===== src/rtl/sma_ram.sv =====
`default_nettype none

module sma_ram #(
  parameter int WIDTH = 16,
  parameter int DEPTH = 256,
  localparam int AW = $clog2(DEPTH)
) (
  input  wire logic             clk_i,
  input  wire logic             we_i,
  input  wire logic [AW-1:0]    waddr_i,
  input  wire logic [WIDTH-1:0] wdata_i,
  input  wire logic             re_i,
  input  wire logic [AW-1:0]    raddr_i,
  output logic      [WIDTH-1:0] rdata_o
);

  logic [WIDTH-1:0] mem_q [DEPTH];
  logic [WIDTH-1:0] rdata_q;

  always_ff @(posedge clk_i) begin
    if (we_i) begin
      mem_q[waddr_i] <= wdata_i;
    end
    if (re_i) begin
      rdata_q <= mem_q[raddr_i];
    end
  end

  assign rdata_o = rdata_q;

endmodule

`default_nettype wire


===== config.mk =====
export PLATFORM = sky130hd
export DESIGN_NAME = sma_ram
export DESIGN_NICKNAME = d
export VERILOG_FILES = /design/src/rtl/sma_ram.sv
export SDC_FILE = /design/constraint.sdc
export NUM_CORES = 2
export LEC_CHECK = 0
export BUFFER_PORTS_ARGS = -buffer_cell sky130_fd_sc_hd__clkbuf_2
export CAP_MARGIN = 10
export CORE_MARGIN = 2
export CORE_UTILIZATION = 40
export DETAILED_ROUTE_END_ITERATION = 8
export PLACE_DENSITY = 0.61
export SLEW_MARGIN = 20
export SYNTH_ARGS = -nofsm -noshare
export SYNTH_HDL_FRONTEND = slang
export SYNTH_SLANG_ARGS = --single-unit

===== constraint.sdc =====
create_clock -name clk_i -period 2.28 [get_ports clk_i]
set_input_delay 0.228 -clock clk_i [delete_from_list [all_inputs] [get_ports clk_i]]
set_output_delay 0.228 -clock clk_i [all_outputs]
set_load 0.05 [all_outputs]

==> results <==
- The startpoint of the worst-slack reg-to-reg timing path is mem_q[63][15].
- The maximum number of pins on one net before global-route repair is roughly 130.
- The core footprint is between 0.3 and 0.4 mm².
- The die width is 634.2 µm.
- In this run, synthesis produced a sequential element count of between 4k and 5k.
- The total via count after detailed routing is 81.62k.
- Summing all multi-input logic gate instances after layout gives between 0.03 and 0.04 mm².
- Dividing the final minimum period by the clock period gives 1.160.
- The total congestion overflow is 0.
- The via count of the first global-routing pass came to slightly above 80k.
- The depth of the worst register-to-register path is 6.
- The final wirelength is approximately 430,000 µm.
- The max-slew violation count was 0.
- The initial utilization of the core area, before any placement, comes to 0.4015.
- The netlist area before placement is 0.1589 mm².
- The routability-driven placement congestion ratio is ~0.93.
- The endpoint identified for the worst register-to-register timing path is rdata_o[15].
- The pin slew with the least headroom to its limit is around 0.94 ns.
- The clock tree root driver cell is sky130_fd_sc_hd__clkbuf_16.
- Buffers placed on the I/O ports in this run total 50.
- Buffers added to address setup during post-CTS repair amount to 0.
- The number of failing setup endpoints in the final timing report is 16.
- The share of layout cells above drive strength 1 is 0.3136.
- The path class of the tightest hold or removal check is input pin to flip-flop.
- The via density per instance is around 5.8.
- The portion of synthesized cell area occupied by the leading cell type is 0.7772.
- The leakage dissipation is 61.47 nW.
- Across all hold checks on the routed design, the worst slack comes to between 0.09 and 0.1 ns.
- The number of clock sinks is a little over 4k.
- The leading cell type by number of instances after synthesis is sky130_fd_sc_hd__edfxtp_1.
- The checks that failed: design-rule violations, negative setup slack.
- The final core utilization is 0.4812.
- The beginning of the worst hold path is waddr_i[0].
- The H-tree generated during clock tree synthesis spans 5 levels.
- After detailed routing, the number of remaining DRC violations is 4.
- The synthesis warning total is 0.
- The maximum operating frequency is about 380 MHz.
- The initial antenna violation count is 28.
- The number of hold-slack violations in the final timing report is 0.
- The wire-length estimate of the detail-placed layout is between 200,000 and 300,000 µm.
- The count of distinct cell types in the synthesized netlist is 51.
- The first global-routing pass estimated between 600,000 and 700,000 µm of wire.
- Counting the fill cells in the layout gives between 30k and 40k.
- The initialized floorplan defines 231 standard-cell rows.
- The worst setup path is of the flip-flop to flip-flop kind.
- The run finished, with violations left.
- The vertical die dimension is between 600 and 700 µm.
- The total CTS buffers is slightly above 400.
- The floorplan step defined a die boundary enclosing 0.4022 mm².
- Setup repair after global routing could not meet its margin everywhere.
- Synthesis produced around 7.4k cells.
- Counting tap cells, the placed design contains a total of 13.31k instances.
- Clock-pin slew was measured on the worst setup and hold paths at roughly 0.06 ns.
- The clock latency on the worst-skew pair is 0.98 ns.
- By area the synthesized netlist is led by sky130_fd_sc_hd__edfxtp_1 78%, sky130_fd_sc_hd__mux4_2 11%, sky130_fd_sc_hd__mux2i_1 3.6%.
- Compared with the post-synthesis result, the final layout area differs by 19.85%.
- The arrival time reported for the critical path endpoint is around 3.4 ns.
- After the first detailed-routing iteration, the DRC count stood at 10.33k.
- For the final database, setup skew stands at between 0.07 and 0.08 ns.
- The number of flops mapped to enable cells by yosys is ~4k.
- The number of nets with antenna violations after routing is 0.
- Of all flip-flops after synthesis, the portion carrying an async set or reset was 0.
- The data required time of the critical path is 3.02 ns.
- Of the synthesized area, sequential elements account for 0.7772.
- The routed design could run at a clock period as short as approximately 2.6 ns.
- In this run the worst path has a maximum fanout of 1.
- The synthesized net count is between 7k and 8k.
- The number of nets in the layout is roughly 8.5k.
- The worst register-to-register path has a setup slack of -0.36 ns.
- The number of buffers on the longest clock path is 4.
- The final setup slack of the worst path is -0.3648 ns.
- The CTS tree is built.
- The relative slew slack is 0.3667.
- The worst-case IR drop observed on VDD is slightly above 900 µV.
- Dividing the detail-routed wire length by the instance count gives around 31 µm.
- The worst setup path is launched from a flip-flop.
- By count the netlist is led by 4,112 x sky130_fd_sc_hd__edfxtp_1, 797 x sky130_fd_sc_hd__mux4_2, 565 x sky130_fd_sc_hd__mux2i_1.
- The number of max-capacitance violations reported is 0.
- The overall track demand over capacity in global routing is 0.2127.
- Averaged over all synthesized cells, the footprint is around 22 µm².
- Registers take around 0.12 mm².
- The element type at the critical path end is a flip-flop.
- Among all flip-flop cells after synthesis, the most frequent one is sky130_fd_sc_hd__edfxtp_1.
- For hold timing, the worst endpoint is mem_q[167][4].
- The number of detailed-routing iterations run before antenna repair is 9.
- The power per cell area is 837.0 mW/mm².
- The synthesized design spends more area on one cell type than any other, namely sky130_fd_sc_hd__edfxtp_1.
- The I/O pin count is between 50 and 60.
- The cell count of the worst hold path is 4.
- The final instance count without filler cells is roughly 14k.
==> critical path: stages (launching register included) <==
cell and delay, ns:
sky130_fd_sc_hd__edfxtp_1 0.38, sky130_fd_sc_hd__mux4_2 0.51, sky130_fd_sc_hd__mux4_2 0.52, sky130_fd_sc_hd__a22o_4 0.32, sky130_fd_sc_hd__o32ai_4 0.45, sky130_fd_sc_hd__buf_4 0.21, sky130_fd_sc_hd__nor4_2 0.03
==> logic make-up (layout without fill, tap and decap cells) <==
family	count (synthesis)	after routing	share of synthesized area
other	0	3	0
AOI/OAI and AO/OA	786	786	0.03534
muxes	1450	1450	0.1548
DFF	4112	4112	0.7772
buffers and inverters	456	1949	0.01692
and+or+nand+nor	556	556	0.01573
==> metal layers <==
layer | vias up | global-route usage | wire (µm)
li1 | 33670 | - | -
met1 | 43540 | 0.2969 | 174000
met2 | 3756 | 0.3352 | 203700
met3 | 642 | 0.03871 | 38560
met4 | 12 | 0.07687 | 16490
met5 | - | 0 | 80
==> layout by cell type, fill, tap and decap left out, drive strengths merged, types with 35 or more instances in the layout <==
master	n
mux2i	565
bufinv	35
nor2	304
edfxtp	4112
mux2	88
o21ai	38
mux4	797
nor3	92
o22ai	148
a21oi	175
nand2	38
nand3	35
buf	1132
clkbuf	521
clkinv	214
a22oi	43
o221ai	253
==> layout make-up <==
type	count	area share
inverters	4	0.0001446
flip-flops and latches	4112	0.6485
well taps	5242	0.03444
multi-input cells	2792	0.1765
clock inverters	274	0.01322
clock buffers	493	0.05652
diodes	3	0.00003943
repair buffers	1178	0.07069
==> stage by stage <==
step / TNS, ns / setup slack (ns) / area [µm²] / power [mW]
5_1_grt: -4.218 / -0.4076 / 190400 / 163.5
6_report: -3.759 / -0.3648 / 190400 / 159.4
3_5_place_dp: -18.25 / -1.504 / 176300 / 94.21
3_3_place_gp: -18.47 / -1.634 / 176200 / 94.04
2_1_floorplan: -171.77 / -0.1130 / 159200 / 89.33
4_1_cts: -4.125 / -0.4180 / 190300 / 160.3
==> worst max-delay path by stage <==
| stage | from | end | slack (ns) | cells after the start |
|---|---|---|---|---|
| 3_3_place_gp | raddr_i[0] | rdata_o[15] | -1.63 | 10 |
| 6_report | mem_q[63][15] | rdata_o[15] | -0.36 | 6 |
| 5_1_grt | mem_q[59][11] | rdata_o[11] | -0.41 | 6 |
| 2_1_floorplan | waddr_i[3] | mem_q[235][0] | -0.11 | 6 |
| 3_5_place_dp | raddr_i[0] | rdata_o[11] | -1.50 | 9 |
| 4_1_cts | mem_q[59][11] | rdata_o[11] | -0.42 | 6 |
==> flip-flops by register name, indices dropped and copies added, names as in the netlist <==
signal / flops
mem_q: 4096
rdata_o: 16
==> report_power, final <==
group	internal, mW	switching [mW]
Combinational	3.73	5.66
Clock	37.7	28.7
Sequential	83.4	0.166
==> timing repair <==
| item | in CTS | in global routing |
|---|---|---|
| hold buffers | 18 | 0 |
| gates resized for setup | 104 | 24 |
| endpoints found under the hold margin | 2271 | 0 |
| endpoints found under the setup margin | 21 | 18 |
| pin swaps | 30 | 11 |
| cloned | 0 | 0 |
Note: power is estimated with default switching activity, not from simulation.
