## src/rtl/sma_fifo.sv

```systemverilog
`default_nettype none

module sma_fifo #(
  parameter int WIDTH = 8,
  parameter int DEPTH = 2,
  localparam int PW = (DEPTH > 1) ? $clog2(DEPTH) : 1,
  localparam int CW = $clog2(DEPTH + 1)
) (
  input  wire logic             clk_i,
  input  wire logic             rst_ni,
  input  wire logic             push_i,
  input  wire logic [WIDTH-1:0] wdata_i,
  output logic                  full_o,
  input  wire logic             pop_i,
  output logic      [WIDTH-1:0] rdata_o,
  output logic                  empty_o
);

  logic [WIDTH-1:0] mem_q [DEPTH];
  logic [PW-1:0]    wptr_q, wptr_d, rptr_q, rptr_d;
  logic [CW-1:0]    cnt_q, cnt_d;
  logic             do_push, do_pop;

  assign full_o  = (cnt_q == CW'(DEPTH));
  assign empty_o = (cnt_q == '0);
  assign do_push = push_i && !full_o;
  assign do_pop  = pop_i && !empty_o;
  assign rdata_o = mem_q[rptr_q];

  always_comb begin
    wptr_d = wptr_q;
    rptr_d = rptr_q;
    cnt_d  = cnt_q;
    if (do_push) begin
      wptr_d = (wptr_q == PW'(DEPTH - 1)) ? '0 : wptr_q + 1'b1;
    end
    if (do_pop) begin
      rptr_d = (rptr_q == PW'(DEPTH - 1)) ? '0 : rptr_q + 1'b1;
    end
    case ({do_push, do_pop})
      2'b10:   cnt_d = cnt_q + 1'b1;
      2'b01:   cnt_d = cnt_q - 1'b1;
      default: cnt_d = cnt_q;
    endcase
  end

  always_ff @(posedge clk_i or negedge rst_ni) begin
    if (!rst_ni) begin
      wptr_q <= '0;
      rptr_q <= '0;
      cnt_q  <= '0;
    end else begin
      wptr_q <= wptr_d;
      rptr_q <= rptr_d;
      cnt_q  <= cnt_d;
    end
  end

  always_ff @(posedge clk_i) begin
    if (do_push) begin
      mem_q[wptr_q] <= wdata_i;
    end
  end

endmodule

`default_nettype wire

```

## config.mk

```make
export PLATFORM = sky130hd
export DESIGN_NAME = sma_fifo
export DESIGN_NICKNAME = d
export VERILOG_FILES = /design/src/rtl/sma_fifo.sv
export SDC_FILE = /design/constraint.sdc
export NUM_CORES = 1
export LEC_CHECK = 0
export BUFFER_PORTS_ARGS = -buffer_cell sky130_fd_sc_hd__buf_4
export CAP_MARGIN = 10
export CORE_ASPECT_RATIO = 0.7
export CORE_UTILIZATION = 41
export DETAILED_ROUTE_END_ITERATION = 6
export PLACE_DENSITY = 0.65
export SYNTH_ARGS = -nofsm -noshare
export SYNTH_HDL_FRONTEND = slang
export SYNTH_SLANG_ARGS = --single-unit
```

## constraint.sdc

```tcl
create_clock -name clk_i -period 1.64 [get_ports clk_i]
set_input_delay 0.328 -clock clk_i [delete_from_list [all_inputs] [get_ports clk_i]]
set_output_delay 0.328 -clock clk_i [all_outputs]
set_load 0.03 [all_outputs]
```

==> out/metrics.csv, run 1 <==
metric,value,unit
status,"complete, no violations",
setup violators final,0,
Synth Register Bits,20,
register area share after synthesis,75.2,%
normalized max-slew margin,71.8,%
number of synthesized flops with an enable pin,16,
CP required,1.31,ns
max incr delay on CP,0.39,ns
ANT nets after route,0,
worst-margin pin slew,0.423,ns
Post-synth ARST share,20.0,%
"CTS clk-pin slew, worst paths",0.10,ns
CTS Root Cell,clkbuf_4,
Startpoint Class,register,
Yosys top cell area share,62.2,%
Post-DP HPWL,804,um
Clock Latency Late Sink,0.28,ns
largest area contributor in the netlist,edfxtp_1,
VDD IR-drop max,0.990,mV
clk buf depth,2,
"Net Count, Synth",56,
post-synthesis cell count,43,
synthesized area per cell,18.0,um2
vias in the first global route,361,
residual DRC count,0,
hold_ws,0.219,ns
crit share post-route,97.5,%
H-tree level count,1,
Crit-path slowest cell,dfrtp_2,
Ys Warns,0,
Max Slew Vio Count,0,
Vias,425,
CTS tree,done,
Top Ports,22,
first-pass GRT wire length,1.66,mm
clock sink count,20,
largest cells by area after synthesis,"edfxtp_1, dfrtp_1, mux2_2, xnor2_1, xor2_1",
fin nets,85,
Pleak,0.000425,uW
WL per Instance,13.0,um
gp weighted congestion,0.655,
setup tns final,0,ns
setup repair after global routing missed its margin,yes,
"Max FO, Critical Path",5,
endpoints failing hold,0,
initial DRC count,5,
Via density,4.62,
GRT overflow,0,
clk_skew,0.00128,ns
chip height,38.3,um
Final Non-Filler Cells,92,
most frequent cell after synthesis,edfxtp_1,
I/O Buffers,21,
Period minus WS final,1.60,ns
total power,1960,uW
GR Util All Layers,13.0,%
Initial Utilization,46.3,%
Pre-antenna DRT Iters,2,
power per standard cell area,1870,nW/um2
antenna violations before repair,0,
row count,12,
number of diodes,0,
Synth cell types,13,
CP cell instances,"buf_6, mux2_2, buf_6",
dpl ws,0.202,ns
cell area after synthesis,772,um2
die span in x,53.9,um
Placeable Area,1670,um2
"Area growth, synth to finish",35.8,%
Worst EP arrival,1.27,ns
share of post-route cells with drive strength above 1,52.1,%
number of max-cap violations,0,
Post-synth top flop,edfxtp_1,
Die Footprint,2060,um2
f_max,625,MHz
fin worst setup slack,0.0402,ns
cts bufs inserted,3,
critical path's most frequent cell,buf_6,
Routed WL,1.20,mm
"top cells by count, synth","edfxtp_1, mux2_2, dfrtp_1",
CP Class,register to output port,
largest net degree at the start of global routing,12,
crit end category,output port,
Placed Instances,85,
hold crit path type,primary input to register,
-- where the power goes --
part	internal, uW	switching [uW]	total [uW]
logic	455	499	954
registers	712	70.3	783
clock network	94.4	130	224
-- worst paths after layout --
path | start | to | slack, ns | cells past startpoint
min reg2reg | wptr_q$_DFFE_PN0P_ | wptr_q$_DFFE_PN0P_ | 0.51 | 1
max | rptr_q$_DFFE_PN0P_ | rdata_o[7] | 0.04 | 3
min | wdata_i[1] | mem_q[1][1]$_DFFE_PP_ | 0.22 | 1
max in group asynchronous | rst_ni | rptr_q$_DFFE_PN0P_ | 1.17 | 2
max reg2reg | cnt_q[0]$_DFFE_PN0P_ | cnt_q[1]$_DFFE_PN0P_ | 0.24 | 5
min in group asynchronous | rst_ni | cnt_q[1]$_DFFE_PN0P_ | 0.36 | 2
-- cell usage in the layout, fill, tap and decap left out, drive strengths merged --
cell type,count
and3,1
inv,1
nor2b,1
clkbuf,4
mux2,8
ha,1
nand2,1
nor2,3
dfrtp,4
edfxtp,16
xor2,2
nand2b,1
xnor2,3
buf,24
dlygate4sd3,1
-- stage by stage --
stage / area [um2] / utilization (%)
5_1_grt: 1050 / 62.9
6_report: 1050 / 62.9
3_3_place_gp: 958 / 57.5
3_5_place_dp: 958 / 57.5
4_1_cts: 1010 / 60.9
2_1_floorplan: 772 / -
-- registers in the layout, summed over array words and instances (netlist names) --
signal	flops
rptr_q	1
cnt_q	2
mem_q	16
wptr_q	1
-- routing by layer --
metal / part of all wire [%] / track usage (%) / wire [um] / vias up
met1: 52 / 17.6 / 623 / 202
met3: 4.7 / 9.13 / 56 / 0
li1: - / - / - / 212
met5: 0 / 0 / 0 / -
met2: 43 / 17.6 / 518 / 11
met4: 0 / 0 / 0 / 0
-- cells by family after synthesis --
logic type,synth area share (%)
flops,75.2
mux,11.7
simple gates,4.70
xor+xnor,5.67
buf+inv,1.13
fa+ha+maj,1.62
-- worst max-delay path: cells and delay by family (launching register included) --
family	cells	cell delay, ns
flops	1	0.39
mux	1	0.34
buf+inv	2	0.26
-- what timing repair did --
item                                    in CTS  in global routing
endpoints found under the setup margin       8                  8
resized for setup                            4                  9
gates cloned                                 0                  0
buffers inserted                             2                  0
pin swaps                                    0                  0
hold buffers                                 1                  0
hold endpoints to repair                     4                  0
-- cell type report --
type	count	area, um2
multi-input cells	21	183
clock buffers	4	26.3
fillers	122	618
inverters	1	3.75
repair buffers	25	228
flip-flops and latches	20	582
well taps	21	26.3
No activity file was read; power rests on OpenSTA's default activity.
==> run 2, diff against run 1 <==
- RECOVER_POWER: default -> 25
==> run 2 against run 1 <==
Effect of this change:
- cell count did not move
- register-to-register slack barely moved
- worst setup slack improved by 0.00069 ns
- count of clock-buffer cells in the layout did not move
- largest cell class unchanged
- final area did not move
- global-route usage did not move
- first-iteration DRC count did not move
- clock skew barely moved
- power barely moved
- clock power barely moved
- utilization did not move
- non-clock buffer count did not move
==> out/metrics.csv, run 2 (synthesis results as in run 1) <==
metric,value,unit
chip height,38.3,um
Routed WL,1.19,mm
WL per Instance,13.0,um
worst-case reg-to-reg path depth,5,
Pre-antenna DRT Iters,2,
CTS Root Cell,clkbuf_4,
setup violators final,0,
Initial Utilization,46.3,%
Post-DP HPWL,804,um
clk buf depth,2,
share of post-route cells with drive strength above 1,52.1,%
I/O Buffers,21,
"Area growth, synth to finish",35.8,%
H-tree level count,1,
Period minus WS final,1.60,ns
hold depth,1,
fin nets,85,
hold crit path type,primary input to register,
final core utilization,62.9,%
Placeable Area,1670,um2
crit share post-route,97.5,%
cts bufs inserted,3,
reg-to-reg endpoint,cnt_q[1]$_DFFE_PN0P_,
GR Util All Layers,13.0,%
Pleak,0.000424,uW
Hold Crit Endpoint,mem_q[0][3]$_DFFE_PP_,
met1 Use GR,17.6,%
max reg flops,16,
Die Footprint,2060,um2
M2 GR Usage,17.6,%
setup tns final,0,ns
power per standard cell area,1870,nW/um2
die span in x,53.9,um
Startpoint Class,register,
GRT overflow,0,
Worst EP arrival,1.27,ns
fin worst setup slack,0.0409,ns
R2R setup slack,0.24,ns
row count,12,
antenna violations before repair,0,
Via density,4.62,
largest net degree at the start of global routing,12,
f_max,625,MHz
first-pass GRT wire length,1.66,mm
met3 GRT Util,9.13,%
worst-margin pin slew,0.423,ns
number of diodes,0,
gp weighted congestion,0.655,
CP Class,register to output port,
fin area,1050,um2
initial DRC count,5,
crit end category,output port,
Top reg by flops,mem_q,
FILL cells,122,
CP required,1.31,ns
clk_skew,0.00124,ns
Max Slew Vio Count,0,
"Max FO, Critical Path",5,
vias in the first global route,361,
most frequent cells in the layout,"edfxtp_1, buf_6, buf_4, mux2_2, clkbuf_4",
Clock Latency Late Sink,0.28,ns
ANT nets after route,0,
Hold Crit Start,wdata_i[3],
"leading cell type in the layout, fill and taps excluded",edfxtp_1,
total power,1960,uW
clock sink count,20,
Top Registers,"mem_q (16), cnt_q (2)",
Vias,425,
status,"complete, no violations",
VDD IR-drop max,0.989,mV
Most Crowded Layer GR,met1,
setup repair after global routing missed its margin,yes,
"Cell Area, Placed",958,um2
CTS tree,done,
residual DRC count,0,
number of max-cap violations,0,
Top Ports,22,
normalized max-slew margin,71.8,%
R2R Path Start,cnt_q[0]$_DFFE_PN0P_,
"CTS clk-pin slew, worst paths",0.10,ns
endpoints failing hold,0,
dpl ws,0.202,ns
## run 2: cell count changes in the layout (fill, tap and decap cells not counted), sizes merged
cell    before  now
buf         24   19
clkbuf       4    9
## run 2: area by class of cell
| cell class | instances | area (um2) | area share (%) |
|---|---|---|---|
| multi-input cells | 21 | 183 | 17.4 |
| clock buffers | 4 | 26.3 | 2.51 |
| inverters | 1 | 3.75 | 0.358 |
| well taps | 21 | 26.3 | 2.51 |
| flip-flops and latches | 20 | 582 | 55.5 |
| repair buffers | 25 | 228 | 21.7 |
## run 2: power by group
| part | switching [uW] | internal (uW) | total [uW] |
|---|---|---|---|
| registers | 70.3 | 712 | 783 |
| logic | 499 | 454 | 953 |
| clock network | 130 | 94.4 | 224 |
## run 2: worst max path at each step
stage	from	to	slack, ns	cells after the start
finish	rptr_q$_DFFE_PN0P_	rdata_o[7]	0.04	3
global route	rptr_q$_DFFE_PN0P_	rdata_o[7]	-0.01	3
CTS	rptr_q$_DFFE_PN0P_	rdata_o[3]	-0.0005	3
detailed placement	rptr_q$_DFFE_PN0P_	rdata_o[7]	0.20	2
global placement	rptr_q$_DFFE_PN0P_	rdata_o[1]	0.19	2
floorplan	cnt_q[0]$_DFFE_PN0P_	cnt_q[1]$_DFFE_PN0P_	0.006	5
## run 2: stage by stage
step                      cells  hold WS, ns
final                        92        0.223
after global routing         92        0.200
after CTS                    92        0.206
after detailed placement     85        0.129
after global placement       85        0.130
after floorplan              43       0.0324
## run 2: what timing repair did
action,in CTS,in global routing
setup buffers,2,0
gates resized for setup,4,9
setup endpoints to repair,8,8
hold buffers,1,0
endpoints found under the hold margin,4,0
## run 2: worst max-delay path, stage by stage (launching register included)
cell,delay [ns]
dfrtp_2,0.39
buf_6,0.12
mux2_2,0.34
buf_6,0.14
## run 2: layer usage
metal / share of wire, % / vias up
met5: 0 / -
met2: 43 / 11
met3: 4.8 / 0
met1: 52 / 202
met4: 0 / 0
li1: - / 212
