**src/rtl/sma_pkg.sv**
```systemverilog
`default_nettype none

package sma_pkg;

  localparam int SAMPLE_W = 16;
  localparam int STRIDE_W = 3;
  localparam int HALF_W   = 4;
  localparam int CFG_W    = 4;
  localparam int CFG_IDX_W = 1;

  localparam int MAX_STRIDE_DEF = 4;
  localparam int MAX_HALF_DEF   = 8;

  localparam logic [STRIDE_W-1:0] STRIDE_RST = 3'd1;
  localparam logic [HALF_W-1:0]   HALF_RST   = 4'd1;

  localparam int JOB_DEPTH = 2;
  localparam int RES_DEPTH = 2;

  typedef enum logic [CFG_IDX_W-1:0] {
    CFG_STRIDE = 1'b0,
    CFG_HALF   = 1'b1
  } cfg_reg_e;

  typedef enum logic [2:0] {
    B_IDLE,
    B_SETUP,
    B_ACC,
    B_DRAIN,
    B_PREP,
    B_DIV,
    B_PUSH
  } back_state_e;

endpackage

`default_nettype wire

```
**src/rtl/sma_front.sv**
```systemverilog
`default_nettype none

module sma_front import sma_pkg::*; #(
  parameter int MAX_STRIDE = MAX_STRIDE_DEF,
  parameter int MAX_HALF   = MAX_HALF_DEF,
  localparam int STORE_DEPTH = 2 * MAX_HALF * MAX_STRIDE + 1,
  localparam int AW     = $clog2(STORE_DEPTH) + 2,
  localparam int N_W    = $clog2(STORE_DEPTH),
  localparam int SEEN_W = $clog2(STORE_DEPTH + 1),
  localparam int S_W    = $clog2(MAX_STRIDE + 1),
  localparam int H_W    = $clog2(MAX_HALF + 1),
  localparam int L_W    = $clog2(MAX_HALF * MAX_STRIDE + 1),
  localparam int JOB_W  = AW + N_W + S_W + H_W + 2 * L_W + 1
) (
  input  wire logic                       clk_i,
  input  wire logic                       rst_ni,
  input  wire logic                       cfg_we_i,
  input  wire logic       [CFG_IDX_W-1:0] cfg_idx_i,
  input  wire logic       [CFG_W-1:0]     cfg_wdata_i,
  input  wire logic                       push_i,
  input  wire logic signed [SAMPLE_W-1:0] sample_i,
  input  wire logic                       last_i,
  input  wire logic                       job_full_i,
  output logic                            job_push_o,
  output logic            [JOB_W-1:0]     job_o,
  output logic                            ram_we_o,
  output logic            [AW-1:0]        ram_waddr_o,
  output logic            [SAMPLE_W-1:0]  ram_wdata_o
);

  typedef struct packed {
    logic [AW-1:0]  ptr;
    logic [N_W-1:0] n;
    logic [S_W-1:0] s;
    logic [H_W-1:0] h;
    logic [L_W-1:0] l;
    logic [L_W-1:0] dc;
    logic           flush;
  } job_t;

  logic [STRIDE_W-1:0] stride_q;
  logic [HALF_W-1:0]   half_q;
  logic [SEEN_W-1:0]   seen_q, seen_d, seen_inc;
  logic [AW-1:0]       wptr_q, wptr_d;

  logic [S_W-1:0] s_eff;
  logic [H_W-1:0] h_eff;
  logic [L_W-1:0] l_eff;
  logic [N_W-1:0] n_cur;
  logic           accept;
  job_t           job;

  assign accept = push_i && !job_full_i;

  always_comb begin
    if (stride_q == '0) begin
      s_eff = S_W'(1);
    end else if (32'(stride_q) > MAX_STRIDE) begin
      s_eff = S_W'(MAX_STRIDE);
    end else begin
      s_eff = S_W'(stride_q);
    end
    if (32'(half_q) > MAX_HALF) begin
      h_eff = H_W'(MAX_HALF);
    end else begin
      h_eff = H_W'(half_q);
    end
    l_eff = L_W'(L_W'(h_eff) * L_W'(s_eff));
  end

  // count saturates once the store holds a full window
  assign seen_inc = (seen_q < SEEN_W'(STORE_DEPTH)) ? seen_q + 1'b1 : seen_q;
  assign n_cur    = N_W'(seen_inc - 1'b1);

  always_comb begin
    job.ptr   = wptr_q;
    job.n     = n_cur;
    job.s     = s_eff;
    job.h     = h_eff;
    job.l     = l_eff;
    job.flush = last_i;
    if (last_i && (n_cur < N_W'(l_eff))) begin
      job.dc = L_W'(n_cur);
    end else begin
      job.dc = l_eff;
    end
  end

  assign job_o       = job;
  assign job_push_o  = accept && (last_i || (n_cur >= N_W'(l_eff)));
  assign ram_we_o    = accept;
  assign ram_waddr_o = wptr_q;
  assign ram_wdata_o = sample_i;

  always_comb begin
    seen_d = seen_q;
    wptr_d = wptr_q;
    if (accept) begin
      wptr_d = wptr_q + 1'b1;
      seen_d = last_i ? '0 : seen_inc;
    end
  end

  always_ff @(posedge clk_i or negedge rst_ni) begin
    if (!rst_ni) begin
      stride_q <= STRIDE_RST;
      half_q   <= HALF_RST;
      seen_q   <= '0;
      wptr_q   <= '0;
    end else begin
      if (cfg_we_i) begin
        case (cfg_reg_e'(cfg_idx_i))
          CFG_STRIDE: stride_q <= cfg_wdata_i[STRIDE_W-1:0];
          CFG_HALF:   half_q   <= cfg_wdata_i[HALF_W-1:0];
          default:    ;
        endcase
      end
      seen_q <= seen_d;
      wptr_q <= wptr_d;
    end
  end

endmodule

`default_nettype wire

```
**config.mk**
```make
export PLATFORM = sky130hd
export DESIGN_NAME = sma_front
export DESIGN_NICKNAME = d
export VERILOG_FILES = /design/src/rtl/sma_pkg.sv /design/src/rtl/sma_front.sv
export SDC_FILE = /design/constraint.sdc
export NUM_CORES = 1
export LEC_CHECK = 0
export ABC_AREA = 1
export BUFFER_PORTS_ARGS = -buffer_cell sky130_fd_sc_hd__buf_2
export CAP_MARGIN = 20
export CORE_ASPECT_RATIO = 0.6
export CORE_UTILIZATION = 48
export CTS_CLUSTER_DIAMETER = 200
export DETAILED_ROUTE_END_ITERATION = 12
export GPL_TIMING_DRIVEN = 0
export PLACE_DENSITY = 0.8
export SLEW_MARGIN = 40
export SYNTH_ARGS = -nofsm -noshare
export SYNTH_HDL_FRONTEND = slang
export SYNTH_SLANG_ARGS = --single-unit
export TNS_END_PERCENT = 5
```
**constraint.sdc**
```tcl
create_clock -name clk_i -period 4.7 [get_ports clk_i]
set_input_delay 0.235 -clock clk_i [delete_from_list [all_inputs] [get_ports clk_i]]
set_output_delay 0.235 -clock clk_i [all_outputs]
set_load 0.01 [all_outputs]
```
==> flow_metrics.env <==
export IMPL_status="complete, no violations"
export IMPL_totalPowerFinal_uw=1150
export IMPL_totalWireLength_um=4800
export IMPL_drt_vias_per_instance=4.79
export IMPL_syn2layout_area_growth_pct=25.0
export IMPL_n_fill_cell=369
export IMPL_final_common_cell="buf_2"
export IMPL_syn_cell_area_um2=2110
export IMPL_crit_buf_inv=5
export IMPL_vias=2020
export IMPL_rsz0062_at_grt="no"
export IMPL_critPathMostFrequentCell="nand2_1"
export IMPL_worst_slew_pin_transition_ps=507
export IMPL_crit_type="reg2out"
export IMPL_cp_slowest_cell="fa_1"
export IMPL_nNetsFinal=407
export IMPL_pre_cts_ws_ps=200
export IMPL_gr_total_overflow=0
export IMPL_max_cap_viol_count=0
export IMPL_synth_cell_type_count=34
export IMPL_mostFrequentLayoutCells="buf_2, nand2_1, inv_1"
export IMPL_gp_congestion=0.861
export IMPL_dieArea_um2=4680
export IMPL_critPathRequiredTime_ps=4470
export IMPL_drc=0
export IMPL_setup_slack_ps=289
export IMPL_drtIter0Drc=124
export IMPL_cp_slowest_stage_delay_ps=610
export IMPL_die_h_um=53.4
export IMPL_start_util=0.508
export IMPL_powerDensity_nw_per_um2=435
export IMPL_fmax_mhz=227
export IMPL_wl_per_cell_um=11.4
export IMPL_die_x_um=87.7
export IMPL_clkLatencyLatePin_ps=260
export IMPL_holdWs_ps=208
export IMPL_htreeDepth=1
export IMPL_hold_viol_final=0
export IMPL_clockBufferDepth=2
export IMPL_cts_tree="built"
export IMPL_clockRootBuffer="clkbuf_8"
export IMPL_place_area_um2=2550
export IMPL_first_global_vias=1734
export IMPL_antenna_found_initial=0
export IMPL_ys_seq_area_frac=0.273
export IMPL_synth_seq_cells=23
export IMPL_dr_pass1_iters=4
export IMPL_gr_max_usage_layer="met2"
export IMPL_synth_cells=282
export IMPL_layout_drive_gt1_share=0.370
export IMPL_skew_ps=2.79
export IMPL_coreArea_um2=4170
export IMPL_grt_use_met2=0.339
export IMPL_grt_usage=0.213
export IMPL_crit_chain="inv_1 -> a21oi_1 -> nor2_1 -> nand2_1 -> fa_1 -> inv_1 -> ha_1 -> nand2_1 -> nor2_1 -> a211oi_1 -> xor2_1 -> buf_4 -> inv_1 -> ha_1 -> and3_2 -> a21oi_4 -> nand4_2 -> nand2_1 -> nand2_1 -> buf_2"
export IMPL_maxSlewHeadroom=0.662
export IMPL_cp_top_family="adder cells"
export IMPL_gr_usage_met1=0.307
export IMPL_clk_pin_slew_worst_paths_ps=80
export IMPL_syn_nets=326
export IMPL_syn_avg_cell_area_um2=7.50
export IMPL_finalCriticalPeriod_ps=4410
export IMPL_drtAntennaViolNets=0
export IMPL_setup_violations=0
export IMPL_final_max_slew_viol_count=0
export IMPL_hpwl_um=3870
export IMPL_min_period_over_period=0.938
export IMPL_diodes=0
export IMPL_cp_end_kind="output pin"
export IMPL_path_max_fanout=6
export IMPL_grt_start_max_net_pins=24
export IMPL_worst_hold_path_type="in2reg"
export IMPL_yosysWarningCount=0
export IMPL_row_count=18
export IMPL_ios=90
export IMPL_met3_usage=0.0390
export IMPL_cp_start_kind="flop"
export IMPL_portBuffers=72
export IMPL_grt_pass1_wl_um=7650
export IMPL_clock_sink_count=23
export IMPL_arrival_ps=4180
export IMPL_numCtsBuffers=3
export IMPL_final_cell_area_um2=2640
export IMPL_tns_ps=0
export IMPL_p_leak_uw=0.00154
export IMPL_vdd_drop_max_uv=266
==> registers in the layout, summed over array words and instances (netlist names) <==
signal       cells
ram_waddr_o      9
half_q           4
seen_q           7
stride_q         3
==> power breakdown <==
| group | switching [uW] | internal, uW | leakage [uW] |
|---|---|---|---|
| Clock | 64.1 | 59.9 | 0.0000217 |
| Sequential | 57.6 | 243 | 0.000289 |
| Combinational | 404 | 319 | 0.00123 |
| Total | 526 | 622 | 0.00154 |
==> timing repair <==
item                                    CTS  global route
buffers inserted                          0             3
endpoints found under the hold margin    21             0
endpoints found under the setup margin    6             6
pin swaps                                 0             1
gates resized for setup                   1             2
hold buffers                              1             0
==> worst reg2reg max path, stage by stage, from the launching register on <==
cell and delay, ps:
dfrtp_1 500, ha_1 300, nand3_1 120, nor3_1 50, nor2_1 310, o22ai_1 120
==> final cells by class <==
| type | instances | area, um2 | area share |
|---|---|---|---|
| clock buffers | 3 | 41.3 | 0.0156 |
| repair buffers | 76 | 393 | 0.149 |
| clock inverters | 1 | 7.51 | 0.00284 |
| well taps | 60 | 75.1 | 0.0284 |
| multi-input cells | 179 | 1130 | 0.429 |
| plain buffers | 33 | 239 | 0.0904 |
| inverters | 47 | 176 | 0.0668 |
| flip-flops and latches | 23 | 578 | 0.219 |
==> metal layers <==
layer,vias up,wire length [um]
met5,-,0
met2,61,2230
met3,2,263
li1,1028,-
met4,0,10
met1,929,2300
==> final timing paths <==
| path | start | slack (ps) | end | depth (start not counted) |
|---|---|---|---|---|
| worst max-delay path | half_q[3]$_DFFE_PN0P_ | 290 | job_o[4] | 20 |
| worst min-delay path | cfg_wdata_i[0] | 210 | half_q[0]$_DFFE_PN1P_ | 3 |
| worst max register to register | seen_q[0]$_DFFE_PN0P_ | 3180 | seen_q[6]$_DFFE_PN0P_ | 5 |
| worst min register to register | ram_waddr_o[8]$_DFFE_PN0P_ | 500 | ram_waddr_o[8]$_DFFE_PN0P_ | 1 |
| max in group asynchronous | rst_ni | 3860 | half_q[0]$_DFFE_PN1P_ | 2 |
| min in group asynchronous | rst_ni | 480 | stride_q[2]$_DFFE_PN0P_ | 2 |
==> Yosys cell counts, drive strengths merged <==
library cell / count / share of area
a211oi: 1 / 0.0036
a21oi: 6 / 0.020
a31oi: 1 / 0.0030
a41oi: 1 / 0.0041
and3: 1 / 0.0036
buf: 27 / 0.098
clkbuf: 6 / 0.015
dfrtp: 21 / 0.25
dfstp: 2 / 0.025
fa: 3 / 0.028
ha: 14 / 0.083
inv: 47 / 0.083
nand2: 69 / 0.14
nand3: 17 / 0.049
nand4: 10 / 0.033
nor2: 19 / 0.042
nor3: 4 / 0.0095
o21ai: 11 / 0.030
o22ai: 7 / 0.021
or2: 1 / 0.0030
xnor2: 4 / 0.017
xor2: 10 / 0.041
==> kinds of logic (layout without fill, tap and decap cells) <==
kind of cell / after synthesis / after routing / synth area share
flip-flops: 23 / 23 / 0.273
buffers and inverters: 80 / 160 / 0.196
adder cells (fa/ha/maj): 17 / 17 / 0.111
XOR/XNOR: 14 / 14 / 0.0580
AO/OA/AOI/OAI: 27 / 27 / 0.0805
AND/OR/NAND/NOR: 121 / 121 / 0.280
==> metrics by stage <==
stage / std cells / util
6_report: 422 / 0.634
5_1_grt: 422 / 0.634
4_1_cts: 419 / 0.627
3_5_place_dp: 414 / 0.612
3_3_place_gp: 414 / 0.612
2_1_floorplan: 282 / -
No activity file was read; power rests on OpenSTA's default activity.
