==> config.mk <==
export PLATFORM = sky130hd
export DESIGN_NAME = sma_back
export DESIGN_NICKNAME = d
export VERILOG_FILES = /design/src/rtl/sma_pkg.sv /design/src/rtl/sma_back.sv
export SDC_FILE = /design/constraint.sdc
export NUM_CORES = 1
export LEC_CHECK = 0
export ABC_AREA = 1
export BUFFER_PORTS_ARGS = -buffer_cell sky130_fd_sc_hd__clkbuf_2
export CORE_MARGIN = 2
export CORE_UTILIZATION = 40
export CTS_CLUSTER_DIAMETER = 60
export DETAILED_ROUTE_END_ITERATION = 10
export PLACE_DENSITY = 0.7
export SETUP_SLACK_MARGIN = 0.02
export SLEW_MARGIN = 25
export SYNTH_ARGS = -nofsm -noshare
export SYNTH_HDL_FRONTEND = slang
export SYNTH_SLANG_ARGS = --single-unit
==> constraint.sdc <==
create_clock -name clk_i -period 3.7 [get_ports clk_i]
set_input_delay 0.925 -clock clk_i [delete_from_list [all_inputs] [get_ports clk_i]]
set_output_delay 0.925 -clock clk_i [all_outputs]
set_load 0.02 [all_outputs]
==> src/rtl/sma_pkg.sv <==
`default_nettype none

package sma_pkg;

  localparam int SAMPLE_W = 16;
  localparam int STRIDE_W = 3;
  localparam int HALF_W   = 4;
  localparam int CFG_W    = 4;
  localparam int CFG_IDX_W = 1;

  localparam int MAX_STRIDE_DEF = 4;
  localparam int MAX_HALF_DEF   = 8;

  localparam logic [STRIDE_W-1:0] STRIDE_RST = 3'd1;
  localparam logic [HALF_W-1:0]   HALF_RST   = 4'd1;

  localparam int JOB_DEPTH = 2;
  localparam int RES_DEPTH = 2;

  typedef enum logic [CFG_IDX_W-1:0] {
    CFG_STRIDE = 1'b0,
    CFG_HALF   = 1'b1
  } cfg_reg_e;

  typedef enum logic [2:0] {
    B_IDLE,
    B_SETUP,
    B_ACC,
    B_DRAIN,
    B_PREP,
    B_DIV,
    B_PUSH
  } back_state_e;

endpackage

`default_nettype wire

==> src/rtl/sma_back.sv <==
`default_nettype none

module sma_back import sma_pkg::*; #(
  parameter int MAX_STRIDE = MAX_STRIDE_DEF,
  parameter int MAX_HALF   = MAX_HALF_DEF,
  localparam int STORE_DEPTH = 2 * MAX_HALF * MAX_STRIDE + 1,
  localparam int AW    = $clog2(STORE_DEPTH) + 2,
  localparam int N_W   = $clog2(STORE_DEPTH),
  localparam int S_W   = $clog2(MAX_STRIDE + 1),
  localparam int H_W   = $clog2(MAX_HALF + 1),
  localparam int L_W   = $clog2(MAX_HALF * MAX_STRIDE + 1),
  localparam int JOB_W = AW + N_W + S_W + H_W + 2 * L_W + 1
) (
  input  wire logic                 clk_i,
  input  wire logic                 rst_ni,
  input  wire logic [JOB_W-1:0]     job_i,
  input  wire logic                 job_valid_i,
  output logic                      job_pop_o,
  output logic                      rd_en_o,
  output logic      [AW-1:0]        rd_addr_o,
  input  wire logic [SAMPLE_W-1:0]  rd_data_i,
  input  wire logic                 res_full_i,
  output logic                      res_push_o,
  output logic      [SAMPLE_W-1:0]  res_average_o,
  output logic                      res_last_o
);

  typedef struct packed {
    logic [AW-1:0]  ptr;
    logic [N_W-1:0] n;
    logic [S_W-1:0] s;
    logic [H_W-1:0] h;
    logic [L_W-1:0] l;
    logic [L_W-1:0] dc;
    logic           flush;
  } job_t;

  localparam int D_W   = $clog2(STORE_DEPTH) + 1;  // signed offset back from newest
  localparam int K_W   = $clog2(2 * MAX_HALF + 1);
  localparam int CNT_W = $clog2(2 * MAX_HALF + 2);
  localparam int DEN_W = CNT_W + 1;
  localparam int ACC_W = SAMPLE_W + $clog2(2 * MAX_HALF + 1);
  localparam int NUM_W = ACC_W + 1;
  localparam int BIT_W = $clog2(NUM_W);

  back_state_e state_q, state_d;

  job_t             job_in, job_q;
  logic [L_W-1:0]   dc_q;
  logic [D_W-1:0]   d_q;
  logic [K_W-1:0]   k_q;
  logic             rvld_q;
  logic [ACC_W-1:0] acc_q;
  logic [CNT_W-1:0] cnt_q;
  logic [NUM_W-1:0] num_q;
  logic [DEN_W-1:0] den_q;
  logic [DEN_W-1:0] rem_q;
  logic [BIT_W-1:0] bit_q;
  logic             neg_q;

  logic             issue_ok;
  logic [K_W-1:0]   last_k;
  logic [ACC_W-1:0] acc_add;
  logic [ACC_W-1:0] mag;
  logic [NUM_W-1:0] num_init;
  logic [DEN_W:0]   rem_sh;
  logic             q_bit;
  logic [DEN_W-1:0] rem_nx;
  logic [NUM_W-1:0] q_signed;
  logic             more;

  assign job_in = job_t'(job_i);

  // window slot exists only between the newest sample and the stream start
  assign issue_ok = !d_q[D_W-1] && (d_q[D_W-2:0] <= job_q.n);
  assign last_k   = K_W'({job_q.h, 1'b0});
  assign acc_add  = acc_q + {{(ACC_W - SAMPLE_W){rd_data_i[SAMPLE_W-1]}}, rd_data_i};
  assign more     = job_q.flush && (dc_q != '0);

  // rounding: q = (2|sum| + cnt) / (2 cnt)
  assign mag      = acc_q[ACC_W-1] ? (~acc_q + 1'b1) : acc_q;
  assign num_init = {mag, 1'b0} + NUM_W'(cnt_q);

  assign rem_sh = {rem_q, num_q[NUM_W-1]};
  assign q_bit  = (rem_sh >= {1'b0, den_q});
  assign rem_nx = q_bit ? DEN_W'(rem_sh - {1'b0, den_q}) : DEN_W'(rem_sh);

  assign q_signed = neg_q ? (~num_q + 1'b1) : num_q;

  always_comb begin
    state_d = state_q;
    case (state_q)
      B_IDLE:  if (job_valid_i) state_d = B_SETUP;
      B_SETUP: state_d = B_ACC;
      B_ACC:   if (k_q == last_k) state_d = B_DRAIN;
      B_DRAIN: state_d = B_PREP;
      B_PREP:  state_d = B_DIV;
      B_DIV:   if (bit_q == BIT_W'(NUM_W - 1)) state_d = B_PUSH;
      B_PUSH: begin
        if (!res_full_i) state_d = more ? B_SETUP : B_IDLE;
      end
      default: state_d = B_IDLE;
    endcase
  end

  always_comb begin
    job_pop_o  = 1'b0;
    rd_en_o    = 1'b0;
    res_push_o = 1'b0;
    case (state_q)
      B_IDLE:  job_pop_o  = job_valid_i;
      B_ACC:   rd_en_o    = 1'b1;
      B_PUSH:  res_push_o = !res_full_i;
      default: ;
    endcase
  end

  assign rd_addr_o     = job_q.ptr - AW'(d_q);
  assign res_average_o = q_signed[SAMPLE_W-1:0];
  assign res_last_o    = job_q.flush && (dc_q == '0);

  always_ff @(posedge clk_i or negedge rst_ni) begin
    if (!rst_ni) begin
      state_q <= B_IDLE;
    end else begin
      state_q <= state_d;
    end
  end

  always_ff @(posedge clk_i) begin
    case (state_q)
      B_IDLE: begin
        if (job_valid_i) begin
          job_q <= job_in;
          dc_q  <= job_in.dc;
        end
      end
      B_SETUP: begin
        d_q    <= D_W'(dc_q) + D_W'(job_q.l);
        k_q    <= '0;
        acc_q  <= '0;
        cnt_q  <= '0;
        rvld_q <= 1'b0;
      end
      B_ACC: begin
        // read data arrives in the cycle after its address
        rvld_q <= issue_ok;
        d_q    <= d_q - D_W'(job_q.s);
        k_q    <= k_q + 1'b1;
        if (rvld_q) begin
          acc_q <= acc_add;
          cnt_q <= cnt_q + 1'b1;
        end
      end
      B_DRAIN: begin
        if (rvld_q) begin
          acc_q <= acc_add;
          cnt_q <= cnt_q + 1'b1;
        end
      end
      B_PREP: begin
        num_q <= num_init;
        den_q <= {cnt_q, 1'b0};
        rem_q <= '0;
        bit_q <= '0;
        neg_q <= acc_q[ACC_W-1];
      end
      B_DIV: begin
        rem_q <= rem_nx;
        num_q <= {num_q[NUM_W-2:0], q_bit};
        bit_q <= bit_q + 1'b1;
      end
      B_PUSH: begin
        if (!res_full_i) dc_q <= dc_q - 1'b1;
      end
      default: ;
    endcase
  end

endmodule

`default_nettype wire

==> results.cfg, run 1 <==
[worst_setup_path]
cp.required_ns = 2.77
arrival_ns = 2.60
crit_fanout = 2
cp_cell_sequence = ha_1 > fa_1 > o21ai_0 > nand2_1 > nand2_1 > a21oi_1 > nor2_1 > nor2_1 > nor2_1 > nor2_1 > xor2_1 > clkbuf_2
slowest_delay_ns = 0.41
crit_path_end_kind = output pin
path_common_cell = nor2_1
critical_path_class = flop to output pin
worstSetupStartpointType = flop
slowest_stage = fa_1

[timing]
period_share_pct = 95.2
layout_min_cycle_time_ns = 3.52
rsz0062_at_grt = false
max_freq_mhz = 284
hold_violations = 0
final_max_slew_viol_count = 0
tns_ns = 0
fin_hold_ws_ns = 0.296
setup_viol = 0
max-slew-margin-rel_pct = 52.3
worst_pin_slew_ns = 0.715
fin_worst_skew_ns = 0.0105

[route]
vias = 6472
first_pass_iters = 6
drc = 0
wl_per_cell_um = 13.0
antenna_left = 0
detail_route.vias_per_cell = 4.81
drt_wl_total_um = 17400
first_iter_violations = 407

[floorplanning]
ios = 85
coreArea_mm2 = 0.0202
die_area_mm2 = 0.0217
placementRows = 52
initial_utilization_pct = 40.7
fp.dieW_um = 147
die_h_um = 147

[worst_hold_path]
hold_class = input port to asynchronous set/reset pin

[global_routing]
grt_pass1_wl_um = 29400
antenna_found_initial = 1
grt_max_degree = 36
grt_pass1_vias = 6176
grt_use_total_pct = 16.6
overflow = 0

[cells_and_area]
nets = 1185
area_growth_pct = 15.9
drive_gt1_share_pct = 16.3
diodes = 0

[place]
place_congestion = 0.840
dp_hpwl_um = 13500
io_buffer_count = 84

[cts]
htree_levels = 4
cts_root_buffer = clkbuf_16
cts_resized = 0
clock_latency_ns = 0.41
cts_buffers = 17
cts_hold_buf = 0
cts_tree = yes
cts_setup_buffers = 0
clkTransAtPathRegs_ns = 0.06
cts_sinks = 118
clock_tree.buffer_depth = 2

[synthesis]
ys_seq_area_share_pct = 42.9
postSynth.asyncResetShare_pct = 2.54
synth_area_mm2 = 0.00823
yosysTopAreaCell = edfxtp_1
synthFlopType = edfxtp_1
synthesis.nets = 1090
synth_cell_types = 46
synth_edf_count = 115
synth_warnings = 0
yosysTopAreaCellShare_pct = 42.0
syn_avg_cell_area_um2 = 8.51
synth_area_leaders = edfxtp_1, ha_1, nand2_1
synthCells = 967
ys_seq_elements = 118

[power_and_ir_drop]
cellPowerDensity_mw_per_mm2 = 376
vdd_drop_max_v = 0.000307
p_leak_nw = 4.32

[run]
cap_violations = 0

[outcome]
status = finished clean
[kinds of logic (layout without fill, tap and decap cells)]
group | after synthesis | in the layout | synth area share (%)
AO/OA/AOI/OAI | 170 | 170 | 11.3
XOR/XNOR | 49 | 49 | 5.22
adder cells (fa/ha/maj) | 67 | 67 | 10.7
buffers and inverters | 156 | 264 | 7.31
flip-flops | 118 | 118 | 42.9
multiplexers | 1 | 1 | 0.122
AND/OR/NAND/NOR | 406 | 406 | 22.4
[worst paths after layout]
kind                                endpoint      from  cells past startpoint  slack (ns)
worst max-delay path            rd_addr_o[8]    d_q[0]                     12        0.18
worst min-delay path              state_q[1]    rst_ni                      1        0.30
worst max register to register     num_q[20]  acc_q[1]                     18        0.87
worst min register to register      den_q[5]  cnt_q[4]                      0        0.50
max in group asynchronous         state_q[0]    rst_ni                      1        3.29
min in group clk_i                  den_q[5]  cnt_q[4]                      0        0.50
[flip-flops by register name, indices dropped and copies added, names as in the netlist]
name     count
acc_q       21
bit_q        5
cnt_q        5
d_q          8
dc_q         6
den_q        5
job_q       30
k_q          5
neg_q        1
num_q       22
rem_q        6
rvld_q       1
state_q      3
[layer usage]
layer	vias up	global-route usage, %	wire (um)	share of wire (%)
met5	-	0	13	0.075
met4	2	4.81	225	1.3
met3	20	3.12	714	4.1
met2	139	25.8	7690	44
met1	2877	23.9	8800	50
li1	3434	-	-	-
[synthesized netlist by cell type, types with 2 or more instances]
cell        n
a211oi_1    2
o21bai_1    3
or2_2       7
nor2_4      6
nand3_2     2
nand3b_1    4
clkbuf_1    9
edfxtp_1  115
o31ai_1     5
xnor2_1    12
inv_2       3
nand3_1    51
a21oi_1    65
nor2_2      6
o21a_1      7
ha_1       61
nor3_1     16
buf_2       4
fa_1        6
nand4_1     5
xor2_1     37
dfrtp_1     3
nor2_1     93
nand2_1   183
o21ai_0    63
o21ai_1    10
a21o_1      3
inv_1     138
o211ai_1    5
and2_1      2
nand2_2    23
nand2_4     4
[critical path, delay by kind of cell (launching register included)]
family,cells,cell delay (ns)
adders and majority gates,2,0.64
buffers and inverters,1,0.19
xor gates and xnor gates,1,0.12
DFF,1,0.38
and+or+nand+nor,6,0.43
AOI/OAI and AO/OA,2,0.41
[metrics by stage]
| stage | setup slack, ns | power, W | area (um2) | std cells | util (%) |
|---|---|---|---|---|---|
| floorplan | 0.291 | 0.00192 | 8230 | 967 | - |
| global placement | 0.601 | 0.00203 | 8970 | 1313 | 44.3 |
| detailed placement | 0.589 | 0.00205 | 8970 | 1313 | 44.3 |
| CTS | 0.174 | 0.00362 | 9540 | 1345 | 47.1 |
| global route | 0.0353 | 0.00375 | 9540 | 1345 | 47.1 |
| finish | 0.178 | 0.00359 | 9540 | 1345 | 47.1 |
[cells in the final DEF (no fill, tap or decap), types with 3 or more instances in the layout]
cell type / netlist / routed
o21ai_0: 63 / 63
inv_2: 3 / 3
edfxtp_1: 115 / 115
nor2_2: 6 / 8
nand2_1: 183 / 183
o21a_1: 7 / 7
clkbuf_2: 0 / 84
o211ai_1: 5 / 5
nand3_1: 51 / 51
o21ai_1: 10 / 10
xor2_1: 37 / 37
fa_1: 6 / 6
xnor2_1: 12 / 12
nor2_1: 93 / 91
o21bai_1: 3 / 3
clkbuf_16: 0 / 17
or2_2: 7 / 7
nor3_1: 16 / 16
dfrtp_1: 3 / 3
nor2_4: 6 / 6
nand4_1: 5 / 5
nand2_2: 23 / 23
o31ai_1: 5 / 5
a21o_1: 3 / 3
clkinv_1: 0 / 3
nand2_4: 4 / 4
inv_1: 138 / 138
buf_4: 1 / 7
clkinvlp_4: 0 / 4
nand3b_1: 4 / 4
a21oi_1: 65 / 65
ha_1: 61 / 61
clkinv_2: 0 / 3
[power breakdown]
part	total (W)	switching [W]	internal [W]	leakage [nW]
logic	0.000491	0.000303	0.000188	2.97
clock network	0.00156	0.000584	0.000980	0.265
registers	0.00153	0.0000318	0.00150	1.09
total	0.00359	0.000918	0.00267	4.32
[final cells by class]
| cell class | instances | area (um2) |
|---|---|---|
| Fill cell | 1963 | 10700 |
| Clock buffer | 18 | 429 |
| Multi-Input combinational cell | 693 | 4100 |
| Timing Repair Buffer | 91 | 473 |
| Inverter | 141 | 529 |
| Clock inverter | 14 | 134 |
| Tap cell | 270 | 338 |
| Sequential cell | 118 | 3530 |
(Power assumes the default switching activity.)
==> run 2, diff against run 1 <==
--- a/config.mk
+++ b/config.mk
@@ -8,10 +8,10 @@
 export ABC_AREA = 1
 export BUFFER_PORTS_ARGS = -buffer_cell sky130_fd_sc_hd__clkbuf_2
 export CORE_MARGIN = 2
-export CORE_UTILIZATION = 40
+export CORE_UTILIZATION = 25
 export CTS_CLUSTER_DIAMETER = 60
 export DETAILED_ROUTE_END_ITERATION = 10
-export PLACE_DENSITY = 0.7
+export PLACE_DENSITY = 0.52
 export SETUP_SLACK_MARGIN = 0.02
 export SLEW_MARGIN = 25
 export SYNTH_ARGS = -nofsm -noshare
==> run 2 against run 1 <==
  * Hold slack gained 0.010 ns
  * Clock skew is 0.0012 ns higher
  * Fmax up 4.1%
  * Non-clock buffer count unchanged
  * Wire length increased by 12%
  * Highest routed layer unchanged
==> results.cfg, run 2 (synthesis gave the netlist of run 1 again) <==
[route]
drt_wl_total_um = 19500
first_pass_iters = 4
antenna_left = 0
first_iter_violations = 350
wl_per_cell_um = 12.8
vias = 6455
drc = 0
detail_route.vias_per_cell = 4.25

[power_and_ir_drop]
clockPowerShare_pct = 44.7
vdd_drop_max_v = 0.000272
switching_power_w = 0.000940
seqPwrFrac_pct = 41.9
p_sw_share_pct = 25.6
pwr-share-comb_pct = 13.4
cellPowerDensity_mw_per_mm2 = 376
p_leak_nw = 4.33
p_int_w = 0.00273

[cells_and_area]
nets = 1185
area_growth_pct = 18.7
post-route-util_pct = 30.1
mostFrequentLayoutCell = nand2_1
final.fill_count = 3404
layout_common_cells = nand2_1, inv_1, edfxtp_1
multiInputGateArea_mm2 = 0.00411
largest_reg_flops = 30
seq_area_mm2 = 0.00353
reg_top3 = job_q x30, num_q x22, acc_q x21
max_flop_register = job_q
drive_gt1_share_pct = 15.9

[global_routing]
grt_use_total_pct = 11.8
grt_pass1_wl_um = 31600
overflow = 0
antenna_found_initial = 2
grt_max_degree = 35
grt_pass1_vias = 6134

[timing]
layout_min_cycle_time_ns = 3.38
max-slew-margin-rel_pct = 48.7
worst_pin_slew_ns = 0.769
rsz0062_at_grt = false
max_freq_mhz = 295
final_max_slew_viol_count = 0
tns_ns = 0
setup_viol = 0
fin_worst_skew_ns = 0.0117
period_share_pct = 91.5
hold_violations = 0

[worst_setup_path]
r2r-start = acc_q[1]
crit_path_end_kind = output pin
worst-r2r-setup-slack_ns = 0.87
crit_fanout = 2
reg2reg_depth = 18
crit_end = rd_addr_o[8]
worstReg2RegEnd = num_q[20]
startpoint = d_q[0]
arrival_ns = 2.46
cp.required_ns = 2.77
worstSetupStartpointType = flop
critical_path_class = flop to output pin

[cts]
htree_levels = 4
cts_tree = yes
cts_hold_buf = 0
cts_buffers = 17
cts_setup_buffers = 0
cts_sinks = 118
cts_root_buffer = clkbuf_16
clock_tree.buffer_depth = 2
clock_latency_ns = 0.42
clkTransAtPathRegs_ns = 0.05

[floorplanning]
coreArea_mm2 = 0.0325
placementRows = 66
die_h_um = 185
die_area_mm2 = 0.0344
fp.dieW_um = 185
ios = 85
initial_utilization_pct = 25.4

[place]
dp_hpwl_um = 15200
place_congestion = 0.852
io_buffer_count = 84

[run]
cap_violations = 0

[worst_hold_path]
hold_class = input port to asynchronous set/reset pin

[outcome]
status = finished clean
[run 2: changes by cell type in the layout (fill, tap and decap cells not counted), sizes merged]
cell and delta:
bufinv +1, clkbuf +1, clkinv +1, clkinvlp -2
diode +1, inv -1
[run 2: area by class of cell]
class                           instances  area share [%]
Tap cell                              442            5.66
Clock inverter                         13            1.41
Timing Repair Buffer                   91            4.84
Antenna cell                            1          0.0256
Inverter                              141            5.42
Sequential cell                       118            36.1
Clock buffer                           19            4.43
Multi-Input combinational cell        693            42.1
[run 2: power by group through the flow]
stage	Sequential, W	Combinational, W	Clock, W
5_1_grt	0.00154	0.000572	0.00173
4_1_cts	0.00154	0.000495	0.00168
2_1_floorplan	0.00155	0.000376	0
3_3_place_gp	0.00156	0.000486	0
6_report	0.00154	0.000494	0.00164
3_5_place_dp	0.00156	0.000492	0
[run 2: per-layer routing]
metal	part of all wire, %	track usage [%]
met2	46	18.8
met5	0.056	0
met3	4.0	2.58
met1	49	15.8
met4	0.84	3.71
[run 2: worst max-delay path: stages (launching register included)]
cell and delay (ns):
edfxtp_1 0.38, ha_1 0.23, fa_1 0.42, o21ai_1 0.23
nand2_1 0.07, nand2_1 0.07, a21oi_1 0.09, nor2_1 0.09
nor2_1 0.04, nor2_1 0.08, nor2_1 0.05, xor2_1 0.12
clkbuf_2 0.18
[run 2: how the worst min path moves through the flow]
| stage | from | to | slack, ns | cells past startpoint |
|---|---|---|---|---|
| after floorplan | acc_q[20] | neg_q | 0.45 | 0 |
| after global placement | cnt_q[4] | den_q[5] | 0.50 | 0 |
| after detailed placement | cnt_q[4] | den_q[5] | 0.50 | 0 |
| after CTS | rst_ni | state_q[2] | 0.28 | 1 |
| after global routing | rst_ni | state_q[2] | 0.28 | 1 |
| final | rst_ni | state_q[2] | 0.31 | 1 |
[run 2: what timing repair did]
item / in CTS / in global routing
gates resized for setup: 0 / 1
setup endpoints to repair: 0 / 1
endpoints found under the hold margin: 0 / 0
[run 2: through the flow]
step | setup WS, ns | total power, W | cells | hold WS [ns] | area, um2
global route | 0.0857 | 0.00384 | 1517 | 0.285 | 9760
detailed placement | 0.517 | 0.00206 | 1485 | 0.498 | 9190
global placement | 0.546 | 0.00205 | 1485 | 0.504 | 9190
CTS | 0.176 | 0.00371 | 1517 | 0.282 | 9760
floorplan | 0.291 | 0.00192 | 967 | 0.451 | 8230
finish | 0.316 | 0.00367 | 1518 | 0.307 | 9770
==> run 3, diff against run 2 <==
--- a/config.mk
+++ b/config.mk
@@ -7,6 +7,7 @@
 export LEC_CHECK = 0
 export ABC_AREA = 1
 export BUFFER_PORTS_ARGS = -buffer_cell sky130_fd_sc_hd__clkbuf_2
+export CORE_ASPECT_RATIO = 0.75
 export CORE_MARGIN = 2
 export CORE_UTILIZATION = 25
 export CTS_CLUSTER_DIAMETER = 60
==> constraint.sdc (replaced) <==
create_clock -name clk_i -period 3.3 [get_ports clk_i]
set_input_delay 0.825 -clock clk_i [delete_from_list [all_inputs] [get_ports clk_i]]
set_output_delay 0.825 -clock clk_i [all_outputs]
set_load 0.02 [all_outputs]
==> run 3 against run 2 <==
  * Clock power increased by 13%
  * Non-clock buffer count is 8 higher
  * Total power grew 13%
  * Register-to-register slack got worse by 0.36 ns
  * Largest cell class unchanged
  * Critical path type unchanged
  * Sequential share of layout area decreased by 0.43 points
  * Combinational power is 13% higher
  * Sequential cell count stayed put
  * Clock skew increased by 0.00065 ns
  * Final area up 1.2%
  * Cell count increased by 0.46%
  * First-iteration DRC count up 24%
  * Critical endpoint unchanged
==> results.cfg, run 3 (synthesis gave the netlist of run 1 again) <==
[floorplanning]
die_area_mm2 = 0.0344
initial_utilization_pct = 25.4
die_h_um = 161
fp.dieW_um = 213
ios = 85
coreArea_mm2 = 0.0324
placementRows = 57

[timing]
setup_viol = 0
layout_min_cycle_time_ns = 3.14
worst_pin_slew_ns = 0.775
period_share_pct = 95.3
final_max_slew_viol_count = 0
rsz0062_at_grt = true
fin_worst_skew_ns = 0.0124
tns_ns = 0
hold_violations = 0
max_freq_mhz = 318
max-slew-margin-rel_pct = 48.3

[route]
drc = 0
drt_wl_total_um = 20000
detail_route.vias_per_cell = 4.26
first_pass_iters = 7
wl_per_cell_um = 13.1
antenna_left = 0
first_iter_violations = 433
vias = 6494

[cells_and_area]
drive_gt1_share_pct = 18.3
area_growth_pct = 20.1
largest_reg_flops = 30
reg_top3 = job_q x30, num_q x22, acc_q x21
layout_common_cells = nand2_1, inv_1, edfxtp_1
mostFrequentLayoutCell = nand2_1
nets = 1193
max_flop_register = job_q
final.fill_count = 3423

[worst_setup_path]
r2r-start = acc_q[0]
crit_fanout = 4
cp.required_ns = 2.47
slowest_stage = edfxtp_1
critical_path_class = flop to output pin
arrival_ns = 2.32
worstReg2RegEnd = num_q[20]
worst-r2r-setup-slack_ns = 0.51
crit_path_end_kind = output pin
path_common_cell = nor2_1
cp_cell_sequence = inv_2 > ha_1 > a21oi_2 > o21ai_2 > nand2_1 > nand2_1 > a21oi_2 > nor2_1 > nor2_1 > nor2_1 > nor2_1 > xor2_1 > buf_4
slowest_delay_ns = 0.41
worstSetupStartpointType = flop
reg2reg_depth = 18

[power_and_ir_drop]
cellPowerDensity_mw_per_mm2 = 419
vdd_drop_max_v = 0.000345
p_leak_nw = 4.38
total_power_w = 0.00414

[cts]
clkTransAtPathRegs_ns = 0.06
htree_levels = 4
clock_latency_ns = 0.43
cts_tree = yes
cts_sinks = 118
cts_hold_buf = 0
cts_buffers = 17
cts_root_buffer = clkbuf_16
clock_tree.buffer_depth = 2

[global_routing]
grt_max_degree = 35
antenna_found_initial = 3
busiest_layer = met1
grt_use_total_pct = 11.8
met1_usage_pct = 18.0
use_met2_pct = 16.1
grtUsageMet3_pct = 3.23
grt_pass1_wl_um = 31200
grt_pass1_vias = 5728
overflow = 0

[run]
cap_violations = 0

[place]
io_buffer_count = 84
dp_hpwl_um = 15400
place_congestion = 0.815

[outcome]
status = finished clean

[worst_hold_path]
hold_class = input port to asynchronous set/reset pin
==> run 3: cell count changes in the layout (fill, tap and decap cells not counted), sizes merged <==
cell / before / now
bufinv: 3 / 2
clkbuf: 103 / 99
inv: 141 / 144
clkinvlp: 2 / 1
buf: 7 / 17
==> run 3: layout make-up <==
| class | instances | area (um2) | share of cell area, % |
|---|---|---|---|
| well taps | 442 | 553 | 5.60 |
| inverters | 141 | 529 | 5.36 |
| multi-input cells | 693 | 4150 | 42.0 |
| clock buffers | 17 | 425 | 4.30 |
| clock inverters | 14 | 153 | 1.54 |
| repair buffers | 99 | 538 | 5.44 |
| flip-flops and latches | 118 | 3530 | 35.7 |
| diodes | 1 | 2.50 | 0.0253 |
==> run 3: worst max path at each step <==
stage / endpoint / startpoint
floorplan: job_pop_o / job_valid_i
global placement: acc_q[18] / rd_data_i[0]
detailed placement: acc_q[20] / rd_data_i[0]
CTS: rd_addr_o[8] / d_q[3]
global route: rd_addr_o[8] / d_q[3]
finish: rd_addr_o[8] / d_q[3]
==> run 3: layer usage <==
| metal | share of wire [%] | wire [um] |
|---|---|---|
| met1 | 53 | 10700 |
| met5 | 0.095 | 19 |
| met4 | 0.91 | 182 |
| met3 | 5.0 | 996 |
| met2 | 41 | 8140 |
==> run 3: repair_timing <==
action	4_1_cts	5_1_grt
setup buffers	0	6
endpoints found under the setup margin	2	3
resized for setup	6	12
pin swaps	0	2
==> run 3: per-stage QoR <==
stage	std cells	hold WS, ns	setup WS [ns]	cell area, um2	utilization, %
6_report	1525	0.185	0.156	9880	30.5
5_1_grt	1524	0.175	-0.0421	9880	30.5
4_1_cts	1518	0.171	0.0158	9800	30.3
3_5_place_dp	1487	0.514	0.270	9210	28.4
3_3_place_gp	1487	0.509	0.298	9210	28.4
2_1_floorplan	967	0.451	0.0913	8230	-
==> run 3: worst max-delay path: cells and delay by family (launching register included) <==
kind	cells	cell delay, ns
buffers and inverters	2	0.25
flip-flops	1	0.41
AO/OA/AOI/OAI	3	0.39
adder cells (fa/ha/maj)	1	0.28
AND/OR/NAND/NOR	6	0.42
XOR/XNOR	1	0.15
==> run 3: power by group <==
part / internal, W / total (W) / switching [W]
sequential: 0.00168 / 0.00172 / 0.0000389
combinational: 0.000211 / 0.000556 / 0.000345
clock: 0.00111 / 0.00186 / 0.000747
